[config.mk]
export PLATFORM = sky130hd
export DESIGN_NAME = wbcd_ctrl
export DESIGN_NICKNAME = d
export VERILOG_FILES = /design/src/rtl/wbcd_pkg.sv /design/src/rtl/wbcd_ctrl.sv
export SDC_FILE = /design/constraint.sdc
export NUM_CORES = 1
export LEC_CHECK = 0
export BUFFER_PORTS_ARGS = -buffer_cell sky130_fd_sc_hd__buf_2
export CORE_AREA = 2 2 39 41
export CTS_CLUSTER_SIZE = 28
export DETAILED_ROUTE_END_ITERATION = 10
export DIE_AREA = 0 0 41 43
export GPL_TIMING_DRIVEN = 0
export PLACE_DENSITY = 0.58
export SLEW_MARGIN = 10
export SYNTH_ARGS = -nofsm -noshare
export SYNTH_HDL_FRONTEND = slang
export SYNTH_SLANG_ARGS = --single-unit
export TNS_END_PERCENT = 1
[constraint.sdc]
create_clock -name clk -period 2.4 [get_ports clk]
set_clock_uncertainty 0.15 [all_clocks]
set_input_delay 0.48 -clock clk [delete_from_list [all_inputs] [get_ports clk]]
set_output_delay 0.48 -clock clk [all_outputs]
set_load 0.02 [all_outputs]
[src/rtl/wbcd_pkg.sv]
// Package: shared types and constants of the write-back block cache directory.
`timescale 1ns / 1ps
package wbcd_pkg;

    localparam int SLOTS_DEF  = 64;
    localparam int TAG_W      = 24;
    localparam int MODE_W     = 2;
    localparam int OUT_SLOT_W = 6;
    localparam int OUT_CNT_W  = 7;
    localparam int TOT_W      = 32;

    localparam logic [MODE_W-1:0] MODE_READ  = 2'd0;
    localparam logic [MODE_W-1:0] MODE_WRITE = 2'd1;
    localparam logic [MODE_W-1:0] MODE_FLUSH = 2'd2;

    typedef enum logic [2:0] {
        ST_INIT,
        ST_IDLE,
        ST_SCAN,
        ST_PICK,
        ST_READ,
        ST_UNLINK,
        ST_APPEND,
        ST_FINISH
    } ctrl_state_t;

    typedef struct packed {
        logic init_step;
        logic start;
        logic scan_step;
        logic pick;
        logic read_links;
        logic unlink;
        logic append;
        logic load_out;
    } dp_cmd_t;

    typedef struct packed {
        logic init_done;
        logic scan_done;
        logic work;
    } dp_stat_t;

    typedef struct packed {
        logic                  was_hit;
        logic [OUT_SLOT_W-1:0] slot_index;
        logic                  fetch_needed;
        logic                  writeback_valid;
        logic [TAG_W-1:0]      writeback_block;
        logic                  flush_empty;
        logic [OUT_CNT_W-1:0]  dirty_left;
        logic [TOT_W-1:0]      hit_total;
        logic [TOT_W-1:0]      miss_total;
        logic [TOT_W-1:0]      writeback_total;
    } out_item_t;

endpackage

[src/rtl/wbcd_ctrl.sv]
// Controller: sequences init sweep, tag scan, list updates and the handshakes.
`timescale 1ns / 1ps
module wbcd_ctrl
    import wbcd_pkg::*;
(
    input  logic     clk,
    input  logic     rst_n,
    input  logic     in_valid,
    output logic     in_ready,
    output logic     out_valid,
    input  logic     out_ready,
    input  dp_stat_t stat,
    output dp_cmd_t  cmd
);
    ctrl_state_t state_reg, state_next;
    logic        ovld_reg, ovld_next;

    assign out_valid = ovld_reg;

    always_comb
    begin
        state_next = state_reg;
        ovld_next  = ovld_reg && !out_ready;
        cmd        = '0;
        in_ready   = 1'b0;
        case (state_reg)
            ST_INIT:
            begin
                cmd.init_step = 1'b1;
                if (stat.init_done)
                begin
                    state_next = ST_IDLE;
                end
            end
            ST_IDLE:
            begin
                in_ready = 1'b1;
                if (in_valid)
                begin
                    cmd.start  = 1'b1;
                    state_next = ST_SCAN;
                end
            end
            ST_SCAN:
            begin
                cmd.scan_step = 1'b1;
                if (stat.scan_done)
                begin
                    state_next = ST_PICK;
                end
            end
            ST_PICK:
            begin
                cmd.pick   = 1'b1;
                state_next = stat.work ? ST_READ : ST_FINISH;
            end
            ST_READ:
            begin
                cmd.read_links = 1'b1;
                state_next     = ST_UNLINK;
            end
            ST_UNLINK:
            begin
                cmd.unlink = 1'b1;
                state_next = ST_APPEND;
            end
            ST_APPEND:
            begin
                cmd.append = 1'b1;
                state_next = ST_FINISH;
            end
            ST_FINISH:
            begin
                // hold until the result register is free
                if (!ovld_reg || out_ready)
                begin
                    cmd.load_out = 1'b1;
                    ovld_next    = 1'b1;
                    state_next   = ST_IDLE;
                end
            end
            default:
            begin
                state_next = ST_IDLE;
            end
        endcase
    end

    always_ff @(posedge clk or negedge rst_n)
    begin
        if (!rst_n)
        begin
            state_reg <= ST_INIT;
            ovld_reg  <= 1'b0;
        end
        else
        begin
            state_reg <= state_next;
            ovld_reg  <= ovld_next;
        end
    end
endmodule

==> impl_results.md <==
- Syn nets: 40
- Max-Slew Margin vs Limit: 0.888
- Post-synth EDFFs: 0
- Nets: 62
- Post-DP Area: 437 sq um
- IO Port Bufs: 16
- Kind of critical path: reg -> out
- Die Area: 0.00176 sq mm
- Post-DR vias/cell: 4.41
- Outcome: completed
- Initial Utilization: 0.243
- Met2 Routed Length: 294 um
- Ant. Diodes: 0
- Area growth syn-to-layout: 39.4%
- Post-layout util: 0.339
- # clock sinks: 4
- Largest register FFs: 3
- Fmax: 525 MHz
- Primary FF master, synth: dfrtp_1
- CTS Buf Count: 3
- Post-DRT Antenna Nets: 0
- Tightest Hold Check Type: reg -> reg
- Min Tclk post-route: 1.91 ns
- Die X: 41 um
- Fin. max-slew vios: 0
- GRT Total Usage: 0.0897
- CP Capture Type: output port
- Die H: 43 um
- Row count: 14
- Peak supply drop: 530 uV
- Post-synth top cells: and2_1, dfrtp_1, nor2_1, a21oi_1
- Final period utilization: 0.794
- CP Max Fanout: 10
- Syn Std Cell Area: 337 sq um
- Final instance area: 469 sq um
- Share of cells above drive strength 1: 0.528
- Syn Inst Count: 33
- Worst-Skew Late Latency: 0.23 ns
- Share of the synthesized area in the top cell type: 0.297
- Worst EP required: 1.77 ns
- Metal-1 WL: 350 um
- DRC: 0
- CP startpoint kind: flip-flop
- Initial drt markers: 4
- Hpwl dp: 544 um
- Post-synth top area cell: dfrtp_1
- Largest net degree at the start of global routing: 11
- Vias: 304
- Worst Tran Pin Value: 0.164 ns
- Endpoints failing hold: 0
- Met3 WL: 59 um
- Core Region: 0.00138 sq mm
- First-pass DRT Iterations: 3
- PD cells: 1410 mW/mm^2
- Clock transition at path regs: 0.03 ns
- CTS root buf: clkbuf_4
- Synth top area cells: dfrtp_1, and2_1, clkbuf_16
- Max-Cap Viols: 0
- Filler Cell Count: 161
- Final WL: 704 um
- RSZ-0062 raised after global routing: no
- Sequential fraction of the synthesis area: 0.297
- Setup TNS: 0 ns
- Top Metal Used: met3
- CTS max path bufs: 2
- Vias in the first global route: 273
- I/O Pins: 17
- Synth Warn #: 0
- Total grt overflow: 0
- #FFs+latches synth: 4
- Avg Inst Size Synth: 10.2 sq um
- Distinct cell type count after synthesis: 24
- # H-tree levels: 1
- WL per Instance: 10.2 um
- Count of final setup violators: 0
- # placed instances: 65
- Initial antenna violation count: 0
- Async S/R FF share, synth: 1.00
- CTS tree: built
- Leak: 0.247 nW
- Gpl congestion: 0.689
- First-pass GRT wire length: 1040 um
- Setup repair bufs after CTS: 0
- CP arrival: 1.28 ns
- Worst R2R Setup Slack: 1.17 ns
- Final instance count without filler cells: 69
==> final cells by class <==
cell class | count | area, sq um | share of cell area
clock buffers | 3 | 22.5 | 0.0480
flip-flops and latches | 4 | 100 | 0.213
repair buffers | 17 | 90.1 | 0.192
multi-input cells | 26 | 193 | 0.411
well taps | 16 | 20.0 | 0.0427
plain buffers | 3 | 43.8 | 0.0933
==> cell usage in the layout, fill, tap and decap left out <==
master         instances
o32a_1                 1
clkbuf_16              1
nand2_1                1
dlygate4sd3_1          1
nand2b_1               1
a21oi_1                2
and3_1                 1
nor2_1                 3
and3b_2                1
buf_2                 16
and2_1                 4
nand3_1                1
o21a_1                 1
nor3b_2                1
a221oi_2               1
or2_1                  1
and4b_2                1
buf_4                  1
and2b_4                1
nor3b_1                1
dfrtp_1                4
clkbuf_4               3
and3b_1                1
nor3_1                 1
mux2i_1                1
nand2_4                1
buf_6                  1
==> where the power goes <==
| group | internal [W] | total, W | switching (W) | leakage (nW) |
|---|---|---|---|---|
| sequential | 0.000103 | 0.000141 | 0.0000389 | 0.0453 |
| combinational | 0.000216 | 0.000442 | 0.000226 | 0.188 |
| clock | 0.0000556 | 0.0000787 | 0.0000231 | 0.0138 |
| total | 0.000374 | 0.000662 | 0.000288 | 0.247 |
==> metrics by stage <==
| step | total power (W) | hold slack [ns] | setup slack (ns) |
|---|---|---|---|
| 2_1_floorplan | 0.000482 | 0.0344 | 0.567 |
| 3_3_place_gp | 0.000585 | 0.136 | 0.738 |
| 3_5_place_dp | 0.000589 | 0.135 | 0.729 |
| 4_1_cts | 0.000676 | 0.398 | 0.473 |
| 5_1_grt | 0.000721 | 0.423 | 0.423 |
| 6_report | 0.000662 | 0.403 | 0.494 |
==> worst max-delay path, stage by stage (launching register included) <==
cell	delay [ns]
dfrtp_1	0.42
buf_4	0.19
nor2_1	0.15
and2_1	0.14
buf_2	0.15
==> metal layers <==
metal / up-vias / track usage
li1: 158 / -
met1: 133 / 0.104
met2: 13 / 0.131
met3: 0 / 0.0628
met4: 0 / 0.0200
met5: - / 0
==> repair_timing <==
| item | in CTS | in global routing |
|---|---|---|
| gates resized for setup | 0 | 0 |
| endpoints found under the hold margin | 4 | 0 |
| hold buffers | 1 | 0 |
==> worst paths after layout <==
path | from | endpoint | cells past startpoint
worst min register to register | out_valid | out_valid | 2
min in group asynchronous | rst_n | state_reg[1] | 2
worst max-delay path | state_reg[2] | cmd[5] | 4
max in group asynchronous | rst_n | state_reg[2] | 2
worst min-delay path | out_valid | out_valid | 2
worst max register to register | state_reg[2] | state_reg[1] | 3
==> cell families (layout without fill, tap and decap cells) <==
kind of cell | count (synthesis) | count (layout) | share of synthesized area
simple gates | 20 | 20 | 0.416
compound gates | 5 | 5 | 0.126
flops | 4 | 4 | 0.297
buf+inv | 3 | 23 | 0.130
mux | 1 | 1 | 0.0297
(Power assumes the default switching activity.)
